**config.mk**
```make
export PLATFORM = sky130hd
export DESIGN_NAME = keypad_multichannel_code_lock_unit
export DESIGN_NICKNAME = d
export VERILOG_FILES = /design/src/kmcl_pkg.sv /design/src/kmcl_ctrl.sv /design/src/kmcl_datapath.sv /design/src/keypad_multichannel_code_lock_unit.sv
export SDC_FILE = /design/constraint.sdc
export NUM_CORES = 1
export LEC_CHECK = 0
export BUFFER_PORTS_ARGS = -buffer_cell sky130_fd_sc_hd__buf_2
export CORE_AREA = 3 3 229 231
export CTS_BUF_LIST = sky130_fd_sc_hd__clkbuf_16
export DETAILED_ROUTE_END_ITERATION = 8
export DIE_AREA = 0 0 232 234
export PLACE_DENSITY = 0.75
export SLEW_MARGIN = 10
export SYNTH_ARGS = -nofsm -noshare
export SYNTH_HDL_FRONTEND = slang
export SYNTH_SLANG_ARGS = --single-unit
```
**constraint.sdc**
```tcl
create_clock -name clk_i -period 9.61 [get_ports clk_i]
set_clock_uncertainty 0.2 [all_clocks]
set_input_delay 0 -clock clk_i [delete_from_list [all_inputs] [get_ports clk_i]]
set_output_delay 0 -clock clk_i [all_outputs]
set_load 0.005 [all_outputs]
```
**src/kmcl_pkg.sv**
```systemverilog
// package with types and constants of the keypad code lock
`default_nettype none
package kmcl_pkg;
  localparam int unsigned ChannelsDefault   = 15;
  localparam int unsigned CodeDigitsDefault = 6;
  localparam int unsigned StoreDepth        = 16;

  localparam logic [4:0] KeyClear = 5'd13;
  localparam logic [4:0] KeyEnter = 5'd15;
  localparam logic [4:0] KeyMax   = 5'd16;
  localparam logic [3:0] NoDigit  = 4'hf;

  typedef enum logic [2:0] {
    MODE_SET_COUNT = 3'd0,
    MODE_SET_ADMIN = 3'd1,
    MODE_NORMAL    = 3'd2,
    MODE_ADMIN_CHK = 3'd3,
    MODE_PROG_ALL  = 3'd4,
    MODE_SELECT    = 3'd5,
    MODE_EDIT      = 3'd6
  } lock_mode_e;

  typedef enum logic [3:0] {
    ST_TYPING     = 4'd0,
    ST_OPENED     = 4'd1,
    ST_WRONG      = 4'd2,
    ST_ADMIN_OK   = 4'd3,
    ST_ADMIN_BAD  = 4'd4,
    ST_COUNT_OK   = 4'd5,
    ST_COUNT_BAD  = 4'd6,
    ST_CODE_SAVED = 4'd7,
    ST_NO_CHANNEL = 4'd8
  } status_e;

  typedef enum logic [2:0] {
    FSM_IDLE,
    FSM_DECODE,
    FSM_SCAN,
    FSM_FINISH,
    FSM_ERASE,
    FSM_OUT
  } fsm_e;

  // datapath actions
  typedef enum logic [3:0] {
    OP_NONE,
    OP_LOAD,
    OP_DECODE,
    OP_SCAN,
    OP_FINISH,
    OP_ERASE_STEP,
    OP_ERASE_DONE
  } dp_op_e;

  typedef struct packed {
    dp_op_e op;
  } dp_cmd_t;

  typedef struct packed {
    logic is_erase;
    logic is_enter;
    logic need_scan;
    logic scan_last;
    logic erase_last;
  } dp_stat_t;

  function automatic logic [3:0] key_digit(input logic [4:0] key);
    logic [3:0] d;
    begin
      unique case (key)
        5'd1: d = 4'd1;
        5'd2: d = 4'd2;
        5'd3: d = 4'd3;
        5'd5: d = 4'd4;
        5'd6: d = 4'd5;
        5'd7: d = 4'd6;
        5'd9: d = 4'd7;
        5'd10: d = 4'd8;
        5'd11: d = 4'd9;
        5'd14: d = 4'd0;
        default: d = NoDigit;
      endcase
      return d;
    end
  endfunction
endpackage
`default_nettype wire

```
**src/kmcl_ctrl.sv**
```systemverilog
// controller state machine of the keypad code lock
`default_nettype none
module kmcl_ctrl
  import kmcl_pkg::*;
(
  input  wire logic     clk_i,
  input  wire logic     rst_ni,
  input  wire logic     in_valid_i,
  output logic          in_stall_o,
  output logic          out_valid_o,
  input  wire logic     out_stall_i,
  input  wire dp_stat_t stat_i,
  output dp_cmd_t       cmd_o
);
  fsm_e state_q, state_d;

  always_ff @(posedge clk_i or negedge rst_ni) begin
    if (!rst_ni) begin
      state_q <= FSM_IDLE;
    end else begin
      state_q <= state_d;
    end
  end

  always_comb begin
    state_d     = state_q;
    cmd_o.op    = OP_NONE;
    in_stall_o  = 1'b1;
    out_valid_o = 1'b0;
    unique case (state_q)
      FSM_IDLE: begin
        in_stall_o = 1'b0;
        if (in_valid_i) begin
          cmd_o.op = OP_LOAD;
          state_d  = FSM_DECODE;
        end
      end
      FSM_DECODE: begin
        if (stat_i.is_erase) begin
          state_d = FSM_ERASE;
        end else if (stat_i.need_scan) begin
          cmd_o.op = OP_DECODE;
          state_d  = FSM_SCAN;
        end else begin
          cmd_o.op = OP_DECODE;
          state_d  = FSM_OUT;
        end
      end
      FSM_SCAN: begin
        cmd_o.op = OP_SCAN;
        if (stat_i.scan_last) state_d = FSM_FINISH;
      end
      FSM_FINISH: begin
        cmd_o.op = OP_FINISH;
        state_d  = FSM_OUT;
      end
      FSM_ERASE: begin
        // one store entry a cycle
        cmd_o.op = OP_ERASE_STEP;
        if (stat_i.erase_last) begin
          cmd_o.op = OP_ERASE_DONE;
          state_d  = FSM_OUT;
        end
      end
      FSM_OUT: begin
        out_valid_o = 1'b1;
        if (!out_stall_i) state_d = FSM_IDLE;
      end
      default: state_d = FSM_IDLE;
    endcase
  end
endmodule
`default_nettype wire

```
**src/kmcl_datapath.sv**
```systemverilog
// datapath of the keypad code lock: code store, buffers and compare
`default_nettype none
module kmcl_datapath
  import kmcl_pkg::*;
#(
  parameter int unsigned CHANNELS    = ChannelsDefault,
  parameter int unsigned CODE_DIGITS = CodeDigitsDefault
) (
  input  wire logic          clk_i,
  input  wire logic          rst_ni,
  input  wire dp_cmd_t       cmd_i,
  output dp_stat_t           stat_o,
  input  wire logic          kind_i,
  input  wire logic [4:0]    key_code_i,
  output logic [3:0]         status_o,
  output logic [CHANNELS-1:0] open_mask_o,
  output logic [2:0]         mode_o,
  output logic [2:0]         stars_shown_o,
  output logic [3:0]         channel_o
);
  localparam int unsigned CW = 4 * CODE_DIGITS;
  localparam int unsigned StarCap = (CODE_DIGITS < 7) ? CODE_DIGITS : 7;
  localparam logic [CW-1:0] AllNines = {CODE_DIGITS{4'h9}};
  localparam logic [CW-1:0] Magic1 = AllNines;
  localparam logic [CW-1:0] Magic2 = {AllNines[CW-1:4], 4'h1};
  localparam logic [CW-1:0] Magic3 = {AllNines[CW-1:4], 4'h2};
  localparam logic [4:0] ChanLim = 5'(CHANNELS);
  localparam logic [6:0] ChanVal = 7'(CHANNELS);

  logic [CW-1:0] store_q [StoreDepth];
  logic [CW-1:0] entry_q, entry_d;
  logic [7:0]    chd_q, chd_d;
  logic [4:0]    count_q, count_d;
  lock_mode_e    mode_q, mode_d;
  logic [1:0]    path_q, path_d;
  logic [3:0]    cur_q, cur_d;
  logic [2:0]    star_q, star_d;
  logic          kind_q;
  logic [4:0]    key_q;
  logic [3:0]    status_q, status_d;
  logic [CHANNELS-1:0] mask_q, mask_d;
  logic [3:0]    idx_q, idx_d;
  logic          wr_en;
  logic [3:0]    wr_addr;
  logic [CW-1:0] wr_data;
  logic [3:0]    lim;
  logic [6:0]    chv;
  logic          is_enter;
  logic [3:0]    dig;

  assign lim      = (count_q > ChanLim) ? ChanLim[3:0] : count_q[3:0];
  assign chv      = 7'(chd_q[7:4]) * 7'd10 + 7'(chd_q[3:0]);
  assign is_enter = !kind_q && key_q == KeyEnter;
  assign dig      = key_digit(key_q);

  assign stat_o.is_erase   = kind_q;
  assign stat_o.is_enter   = is_enter;
  assign stat_o.need_scan  = is_enter && mode_q == MODE_NORMAL &&
                             entry_q != Magic1 && entry_q != Magic2 && entry_q != Magic3;
  assign stat_o.scan_last  = idx_q >= lim;
  assign stat_o.erase_last = idx_q == 4'(StoreDepth - 1);

  always_comb begin
    entry_d  = entry_q;
    chd_d    = chd_q;
    count_d  = count_q;
    mode_d   = mode_q;
    path_d   = path_q;
    cur_d    = cur_q;
    star_d   = star_q;
    status_d = status_q;
    mask_d   = mask_q;
    idx_d    = idx_q;
    wr_en    = 1'b0;
    wr_addr  = cur_q;
    wr_data  = entry_q;
    case (cmd_i.op)
      OP_LOAD: begin
        status_d = ST_TYPING;
        mask_d   = '0;
        idx_d    = '0;
      end
      OP_DECODE: begin
        if (key_q > KeyMax) begin
          // ignored key
        end else if (key_q == KeyClear) begin
          entry_d = '0; chd_d = '0; star_d = '0;
        end else if (is_enter) begin
          unique case (mode_q)
            MODE_SET_COUNT: begin
              if (chv <= ChanVal) begin
                count_d = chv[4:0]; mode_d = MODE_SET_ADMIN;
                entry_d = '0; chd_d = '0; star_d = '0;
                status_d = ST_COUNT_OK;
              end else begin
                chd_d = '0; status_d = ST_COUNT_BAD;
              end
            end
            MODE_SET_ADMIN: begin
              wr_en = 1'b1; wr_addr = '0;
              mode_d = MODE_NORMAL;
              entry_d = '0; chd_d = '0; star_d = '0;
              status_d = ST_CODE_SAVED;
            end
            MODE_NORMAL: begin
              // magic codes only; other entries go through the scan
              path_d = (entry_q == Magic1) ? 2'd1 : (entry_q == Magic2) ? 2'd2 : 2'd3;
              mode_d = MODE_ADMIN_CHK;
              entry_d = '0; chd_d = '0; star_d = '0;
              idx_d = 4'd1;
            end
            MODE_ADMIN_CHK: begin
              entry_d = '0; chd_d = '0; star_d = '0;
              if (entry_q != store_q[0]) begin
                mode_d = MODE_NORMAL; status_d = ST_ADMIN_BAD;
              end else begin
                status_d = ST_ADMIN_OK;
                case (path_q)
                  2'd1: begin
                    cur_d = 4'd1;
                    mode_d = (lim == '0) ? MODE_NORMAL : MODE_PROG_ALL;
                  end
                  2'd2: mode_d = MODE_SELECT;
                  2'd3: mode_d = MODE_SET_ADMIN;
                  default: mode_d = MODE_NORMAL;
                endcase
              end
            end
            MODE_PROG_ALL: begin
              entry_d = '0; chd_d = '0; star_d = '0;
              if (cur_q < 4'd1 || cur_q > lim) begin
                mode_d = MODE_NORMAL;
              end else begin
                wr_en = 1'b1;
                status_d = ST_CODE_SAVED;
                if (cur_q >= lim) mode_d = MODE_NORMAL;
                else cur_d = cur_q + 4'd1;
              end
            end
            MODE_SELECT: begin
              if (chv != '0 && chv <= {3'b0, lim}) begin
                cur_d = chv[3:0]; mode_d = MODE_EDIT;
                entry_d = '0; chd_d = '0; star_d = '0;
              end else begin
                chd_d = '0; status_d = ST_NO_CHANNEL;
              end
            end
            MODE_EDIT: begin
              wr_en = 1'b1;
              mode_d = MODE_NORMAL;
              entry_d = '0; chd_d = '0; star_d = '0;
              status_d = ST_CODE_SAVED;
            end
            default: begin
              mode_d = MODE_NORMAL;
              entry_d = '0; chd_d = '0; star_d = '0;
            end
          endcase
        end else if (dig != NoDigit) begin
          if (mode_q == MODE_SET_COUNT || mode_q == MODE_SELECT) begin
            chd_d = {chd_q[3:0], dig};
          end else begin
            entry_d = {entry_q[CW-5:0], dig};
            if (star_q < 3'(StarCap)) star_d = star_q + 3'd1;
          end
        end
        // normal-mode compare starts at the admin entry
        if (stat_o.need_scan) begin
          mode_d = mode_q; path_d = path_q; entry_d = entry_q;
          chd_d = chd_q; star_d = star_q;
          idx_d = 4'd0;
        end
      end
      OP_SCAN: begin
        if (idx_q == '0) begin
          if (entry_q == store_q[0]) mask_d = '1;
        end else if (idx_q <= lim && entry_q == store_q[idx_q]) begin
          mask_d = mask_q | (CHANNELS'(1) << (idx_q - 4'd1));
        end
        idx_d = idx_q + 4'd1;
      end
      OP_FINISH: begin
        status_d = (mask_q != '0) ? ST_OPENED : ST_WRONG;
        mode_d = MODE_NORMAL;
        entry_d = '0; chd_d = '0; star_d = '0;
      end
      OP_ERASE_STEP, OP_ERASE_DONE: begin
        wr_en = 1'b1; wr_addr = idx_q; wr_data = '1;
        idx_d = idx_q + 4'd1;
        if (cmd_i.op == OP_ERASE_DONE) begin
          count_d = '1; path_d = '0; cur_d = '0;
          mode_d = MODE_SET_COUNT;
          entry_d = '0; chd_d = '0; star_d = '0;
          status_d = ST_TYPING; mask_d = '0;
        end
      end
      default: ;
    endcase
  end

  always_ff @(posedge clk_i) begin
    if (cmd_i.op == OP_LOAD) begin
      kind_q <= kind_i;
      key_q  <= key_code_i;
    end
    status_q <= status_d;
    mask_q   <= mask_d;
    idx_q    <= idx_d;
  end

  // store entries come out of reset unprogrammed
  always_ff @(posedge clk_i or negedge rst_ni) begin
    if (!rst_ni) begin
      for (int i = 0; i < StoreDepth; i++) store_q[i] <= '1;
    end else begin
      if (wr_en) store_q[wr_addr] <= wr_data;
    end
  end

  always_ff @(posedge clk_i or negedge rst_ni) begin
    if (!rst_ni) begin
      entry_q <= '0;
      chd_q   <= '0;
      count_q <= '1;
      mode_q  <= MODE_SET_COUNT;
      path_q  <= '0;
      cur_q   <= '0;
      star_q  <= '0;
    end else begin
      entry_q <= entry_d;
      chd_q   <= chd_d;
      count_q <= count_d;
      mode_q  <= mode_d;
      path_q  <= path_d;
      cur_q   <= cur_d;
      star_q  <= star_d;
    end
  end

  assign status_o      = status_q;
  assign open_mask_o   = (status_q == ST_OPENED) ? mask_q : '0;
  assign mode_o        = mode_q;
  assign stars_shown_o = (mode_q == MODE_SET_COUNT || mode_q == MODE_SELECT) ? 3'd0 : star_q;
  assign channel_o     = cur_q;
endmodule
`default_nettype wire

```
**src/keypad_multichannel_code_lock_unit.sv**
```systemverilog
// Top level of the multichannel keypad code lock.
// A plain key is loaded, decoded and shown; a normal-mode Enter that is no
// magic code also scans the set channel count + 1 store entries (up to 16),
// and a factory erase writes all 16 entries. One word at a time: the next is
// taken in the cycle after the result leaves.
// Reset: async, active low; the store resets to unprogrammed entries.
`default_nettype none
module keypad_multichannel_code_lock_unit
  import kmcl_pkg::*;
#(
  parameter int unsigned CHANNELS    = ChannelsDefault,
  parameter int unsigned CODE_DIGITS = CodeDigitsDefault
) (
  input  wire logic             clk_i,
  input  wire logic             rst_ni,
  input  wire logic             in_valid_i,
  output logic                  in_stall_o,
  input  wire logic             kind_i,
  input  wire logic [4:0]       key_code_i,
  output logic                  out_valid_o,
  input  wire logic             out_stall_i,
  output logic [3:0]            status_o,
  output logic [CHANNELS-1:0]   open_mask_o,
  output logic [2:0]            mode_o,
  output logic [2:0]            stars_shown_o,
  output logic [3:0]            channel_o
);
  dp_cmd_t  cmd;
  dp_stat_t stat;

  kmcl_ctrl u_ctrl (
    .clk_i, .rst_ni, .in_valid_i, .in_stall_o, .out_valid_o, .out_stall_i,
    .stat_i(stat), .cmd_o(cmd)
  );

  kmcl_datapath #(.CHANNELS(CHANNELS), .CODE_DIGITS(CODE_DIGITS)) u_dp (
    .clk_i, .rst_ni, .cmd_i(cmd), .stat_o(stat), .kind_i, .key_code_i,
    .status_o, .open_mask_o, .mode_o, .stars_shown_o, .channel_o
  );
endmodule
`default_nettype wire

```
==> flow_metrics.tcl, run 1 <==
set metrics [dict create \
    outcome "finished, final reports clean" \
    first_pass_iters 5 \
    yosysTopAreaCell "dfstp_2" \
    grt_pass1_wl_um 97900 \
    internal_power_mw 5.70 \
    setup_viol 0 \
    avgRoutedWirePerCell_um 24.4 \
    grt_pass1_vias 16700 \
    critPathKind "reg -> reg" \
    ys_seq_area_frac 0.501 \
    synth_edf_count 29 \
    core-area_um2 50300 \
    power.density_nw_per_um2 336 \
    dieHeight_um 234 \
    crit_required_ns 9.65 \
    relSlewSlack 0.176 \
    io-pin-count 41 \
    end_kind "flop" \
    fin_cells 2575 \
    grt_max_degree 180 \
    clkTransAtPathRegs_ns 0.06 \
    switching_share 0.370 \
    numCtsBuffers 49 \
    overflow 0 \
    ant_nets 0 \
    syn_to_final_growth_pct 9.18 \
    nets 1899 \
    drcViolationCount 0 \
    ys_async_sr_fraction 0.930 \
    hold_violations 0 \
    pwr-share-clk 0.206 \
    design.die.area_um2 54300 \
    cp_data_arrival_time_ns 5.01 \
    power_switching_mw 3.35 \
    tightest_slew_ns 1.24 \
    drt_iter0_markers 1356 \
    antenna_found_initial 1 \
    post_cts_resized 0 \
    cts_tree "done" \
    cp-start-kind "flop" \
    cap_violations 0 \
    via_per_inst 6.17 \
    synth_cell_types 83 \
    critical_path_peak_fanout 45 \
    portBuffers 40 \
    die_w_um 232 \
    yosysTopAreaCellShare 0.415 \
    ys_seq_elements 469 \
    leakage_nw 10.8 \
    initial_core_util 0.490 \
    power_frac_comb 0.405 \
    seq_power_share 0.389 \
    dp_cells 2468 \
    cts_max_level 2 \
    ys.flop_type "dfstp_2" \
    cts_root_buf "clkbuf_16" \
    synthCells 1882 \
    ys_warn_count 0 \
    insertion_delay_ns 0.61 \
    synth_area_leaders "dfstp_2, mux2_2, mux4_2" \
    clock.fmax_mhz 201 \
    syn-num-nets 1918 \
    vdd_drop_max_mv 0.196 \
    fin_crit_sh 0.518 \
    drv_slew 0 \
    dp_hpwl_um 37800 \
    cts.sinks 469 \
    ctsLongestPathBuffers 3 \
    grtUsageTotal 0.233 \
    min_path_type "in -> reg" \
    drive_above_1_share 0.523 \
    synthesis.area_um2 24700 \
    routed_wl_um 62700 \
    gp_congestion 0.898 \
    synth_area_per_cell_um2 13.1 \
    num_rows 82 \
    period_minus_slack_ns 4.98 \
    antenna_cells 0 \
    fin_tns_setup_ns 0 \
    rsz0062_at_grt "no" \
    routed-via-count 15900 \
]
==> power groups by stage <==
stage               sequential, mW  combinational [mW]  clock [mW]
finish                        3.52                3.67        1.86
global route                  3.59                3.94        1.97
CTS                           3.50                3.64        1.89
detailed placement            3.52                3.61           0
global placement              3.47                3.49           0
floorplan                     3.27                2.83           0
==> synthesized netlist by cell type (all sizes together) (3+ instances only) <==
library cell and number:
o31a 3, xnor2 59, nand3 37, o21ai 100, or3 8, nor3 29, o41ai 3, nand2 122
dfxtp 4, a32oi 4, mux4 95, nor2 83, edfxtp 29, o31ai 4, o21a 9, mux2i 44
a21oi 38, dfrtp 47, clkbuf 74, a211oi 21, xor2 5, a31oi 6, nor2b 12, nand2b 13
inv 53, nand4 12, and3 3, nor4b 5, ha 24, mux2 344, buf 78, a21o 6
o221ai 5, or2 7, o2bb2ai 3, o22ai 14, a221oi 6, and2 18, o22a 3, nor4 9
o2111ai 5, dfstp 389, nor3b 9, a22oi 9
==> metrics by stage <==
step	setup WS (ns)	util	total power [mW]	hold WS (ns)	cell area [um2]
2_1_floorplan	6.19	-	6.10	-0.496	24700
3_5_place_dp	4.70	0.501	7.13	-0.0176	25200
4_1_cts	4.63	0.535	9.04	0.0781	26900
6_report	4.63	0.535	9.05	0.165	26900
5_1_grt	4.37	0.535	9.51	0.198	26900
3_3_place_gp	4.66	0.501	6.97	-0.0220	25200
==> path summary, 6_finish.rpt <==
kind	from	endpoint	slack, ns	cells past startpoint
worst max-delay path	u_dp.idx_q[0]$_SDFFCE_PN0P_	u_dp.mask_q[5]$_SDFFCE_PP0P_	4.63	9
worst min-delay path	key_code_i[0]	flop	0.17	4
worst max register to register	u_dp.idx_q[0]$_SDFFCE_PN0P_	u_dp.mask_q[5]$_SDFFCE_PP0P_	4.63	9
worst min register to register	u_dp.store_q[18]$_DFFE_PN1P_	u_dp.store_q[18]$_DFFE_PN1P_	0.28	2
max in group asynchronous	rst_ni	u_dp.entry_q[16]$_DFFE_PN0P_	7.13	4
min in group asynchronous	rst_ni	u_dp.store_q[158]$_DFFE_PN1P_	0.22	2
==> registers in the layout (all words and copies together) (netlist names), named ones only <==
signal,cells
u_dp.path_q,2
u_dp.idx_q,4
u_dp.kind_q,1
u_dp.chd_q,8
u_ctrl.state_q,3
u_dp.mode_o,3
u_dp.mask_q,15
u_dp.count_q,5
u_dp.entry_q,24
u_dp.channel_o,4
u_dp.star_q,3
u_dp.key_q,5
u_dp.status_o,4
u_dp.store_q,384
==> critical path, cell delays in order, from the launching register on <==
cell and delay [ns]:
edfxtp_1 0.34, buf_4 0.48, buf_4 0.79, mux4_2 0.61, mux4_2 0.47, xnor2_1 0.17
nor4_1 0.33, nand4_1 0.26, nor3_1 0.40, a31o_2 0.50
==> layer usage <==
metal / global-route usage / part of all wire / vias to the layer above
li1: - / - / 6800
met4: 0.0997 / 0.040 / 0
met3: 0.0530 / 0.074 / 169
met1: 0.306 / 0.42 / 8250
met5: 0 / 0 / -
met2: 0.373 / 0.47 / 657
==> cells in the final DEF (no fill, tap or decap), drive strengths merged, types with 37 or more instances in the layout <==
| cell | netlist | routed |
|---|---|---|
| dfstp | 389 | 389 |
| mux2 | 344 | 344 |
| nand2 | 122 | 122 |
| o21ai | 100 | 100 |
| mux4 | 95 | 95 |
| nor2 | 83 | 83 |
| inv | 53 | 72 |
| buf | 78 | 66 |
| xnor2 | 59 | 59 |
| clkbuf | 74 | 49 |
| dfrtp | 47 | 47 |
| mux2i | 44 | 44 |
| a21oi | 38 | 38 |
| nand3 | 37 | 37 |
==> kinds of logic (layout without fill, tap and decap cells) <==
logic type                 count (synthesis)  count (layout)  share of synthesized area
buffers and inverters                    206             227                     0.0420
DFF                                      469             469                      0.501
xor gates and xnor gates                  64              64                     0.0227
muxes                                    483             483                      0.277
AOI/OAI and AO/OA                        259             259                     0.0685
adders and majority gates                 27              27                     0.0142
and+or+nand+nor                          374             374                     0.0747
==> final cells by class <==
class / count / area [um2]
Clock buffer: 49 / 1230
Clock inverter: 42 / 327
Fill cell: 4055 / 23400
Inverter: 54 / 203
Multi-Input combinational cell: 1207 / 11400
Sequential cell: 469 / 12300
Tap cell: 672 / 841
Timing Repair Buffer: 82 / 591
==> what timing repair did <==
item,in CTS,in global routing
hold buffers,16,0
hold endpoints to repair,117,0
endpoints found under the setup margin,0,0
buffers inserted,0,0
Power figures use the tool's default switching activity.
==> run 2, diff against run 1 <==
Settings changed: PLACE_DENSITY 0.75 to 0.78.
Clock period 9.61 ns to 4.5 ns, I/O delays scaled along.
==> run 2 against run 1 <==
Worst setup slack worse by 4.3 ns. Flip-flop and latch count stayed put. Clock power rose by 130%. Sequential share of layout area down 0.69 points. Global-route usage barely moved. Maximum frequency up 19%. Largest cell class unchanged. Cell count increased by 0.85%. Via count rose by 0.26%. Utilization is 0.82 points higher. Die area unchanged. Wire length fell by 1.1%. Design area increased by 1.5%.
==> flow_metrics.tcl, run 2 (synthesis gave the netlist of run 1 again) <==
set metrics [dict create \
    outcome "finished, final reports clean" \
    first_pass_iters 8 \
    grt_max_degree 115 \
    syn_to_final_growth_pct 10.8 \
    core-area_um2 50300 \
    portBuffers 40 \
    power.density_nw_per_um2 719 \
    ctsLongestPathBuffers 3 \
    grtUsageTotal 0.233 \
    cp_data_arrival_time_ns 4.48 \
    min_path_type "in -> reg" \
    slowest_stage "fa_1" \
    leakage_nw 11.0 \
    cts_root_buf "clkbuf_16" \
    cap_violations 0 \
    largestRegisters "u_dp.store_q (384), u_dp.entry_q (24), u_dp.mask_q (15)" \
    mostFrequentLayoutCells "dfstp_2, mux2_2, nand2_1, mux2_4" \
    drcViolationCount 0 \
    min-delay-start "key_code_i[0]" \
    cp_num_buf_inv 2 \
    clkTransAtPathRegs_ns 0.06 \
    overflow 0 \
    dp_hpwl_um 39600 \
    dieHeight_um 234 \
    gp_congestion 0.915 \
    fin_crit_sh 0.928 \
    placed_cell_area_um2 25500 \
    vdd_drop_max_mv 0.362 \
    routed-via-count 15900 \
    via_per_inst 6.13 \
    initial_core_util 0.490 \
    nFillCells 3999 \
    period_minus_slack_ns 4.18 \
    critPathKind "reg -> reg" \
    ant_nets 0 \
    critical_path_peak_fanout 42 \
    antenna_cells 0 \
    grt_pass1_vias 16600 \
    nets 1922 \
    largest_reg_flops 384 \
    grt_pass1_wl_um 98500 \
    numCtsBuffers 49 \
    post_cts_resized 0 \
    rsz0062_at_grt "no" \
    tightest_slew_ns 1.16 \
    crit_required_ns 4.80 \
    routed_wl_um 62100 \
    cts_max_level 2 \
    crit_start "u_dp.chd_q[4]$_DFFE_PN0P_" \
    setup_viol 0 \
    final_area_um2 27300 \
    critPathTopFamily "compound AO/OA/AOI/OAI gates" \
    end_kind "flop" \
    timing.rr.start "u_dp.chd_q[4]$_DFFE_PN0P_" \
    postCtsSetupRepairBufs 0 \
    avgRoutedWirePerCell_um 23.9 \
    cp-start-kind "flop" \
    io-pin-count 41 \
    crit_chain "ha_1 > inv_1 > fa_1 > xnor2_1 > ha_1 > nor3b_1 > a311o_1 > a211oi_2 > o31a_2 > buf_4 > nand3_1 > o21ai_0" \
    num_rows 82 \
    drt_iter0_markers 1410 \
    die_w_um 232 \
    design.die.area_um2 54300 \
    cts.sinks 469 \
    drv_slew 0 \
    regMostFlops "u_dp.store_q" \
    cts_tree "done" \
    insertion_delay_ns 0.60 \
    antenna_found_initial 0 \
    clock.fmax_mhz 239 \
    fin_tns_setup_ns 0 \
    hold_violations 0 \
    crit_top_cell "ha_1" \
    slowest_delay_ns 0.48 \
    drive_above_1_share 0.532 \
    relSlewSlack 0.226 \
    final_common_cell "dfstp_2" \
]
## run 2: cell type report
class / count / area, um2 / share of cell area
sequential: 469 / 12300 / 0.452
tap: 672 / 841 / 0.0308
inverter: 54 / 203 / 0.00742
clock inverter: 38 / 355 / 0.0130
timing repair buffer: 105 / 903 / 0.0331
clock buffer: 52 / 1300 / 0.0476
multi-input combinational: 1207 / 11400 / 0.416
## run 2: repair_timing
item	4_1_cts	5_1_grt
endpoints found under the hold margin	143	0
endpoints found under the setup margin	0	0
hold buffers	17	0
## run 2: power by group
| part | internal, mW | total [mW] | switching (mW) |
|---|---|---|---|
| registers | 6.43 | 7.51 | 1.08 |
| logic | 3.59 | 7.94 | 4.36 |
| clock network | 2.48 | 4.19 | 1.71 |
| total | 12.5 | 19.6 | 7.15 |
## run 2: worst paths after layout
check	endpoint	slack, ns	cells after the start
worst min register to register	u_dp.store_q[326]$_DFFE_PN1P_	0.28	2
worst max register to register	u_dp.entry_q[10]$_DFFE_PN0P_	0.32	12
worst min-delay path	flop	0.17	4
min in group asynchronous	u_dp.store_q[114]$_DFFE_PN1P_	0.31	2
worst max-delay path	u_dp.entry_q[10]$_DFFE_PN0P_	0.32	12
max in group asynchronous	u_dp.entry_q[13]$_DFFE_PN0P_	2.92	3
## run 2: layer usage
| metal | part of all wire | up-vias | global-route usage |
|---|---|---|---|
| met3 | 0.074 | 183 | 0.0434 |
| met4 | 0.039 | 0 | 0.0941 |
| met2 | 0.47 | 694 | 0.375 |
| met5 | 0 | - | 0 |
| li1 | - | 6827 | - |
| met1 | 0.42 | 8214 | 0.313 |
## run 2: metrics by stage
step,utilization,setup slack (ns),cells,hold WS [ns],power (mW)
finish,0.544,0.325,2597,0.166,19.6
CTS,0.544,0.353,2597,0.103,19.6
floorplan,-,1.08,1882,-0.496,13.0
global placement,0.507,0.473,2490,-0.0412,15.0
global route,0.544,0.0476,2597,0.206,20.6
detailed placement,0.507,0.384,2490,-0.0324,15.3
## run 2: worst min-delay path: cells and delay by family
family	cells	cell delay, ns
buf+inv	2	0.65
mux	2	0.26
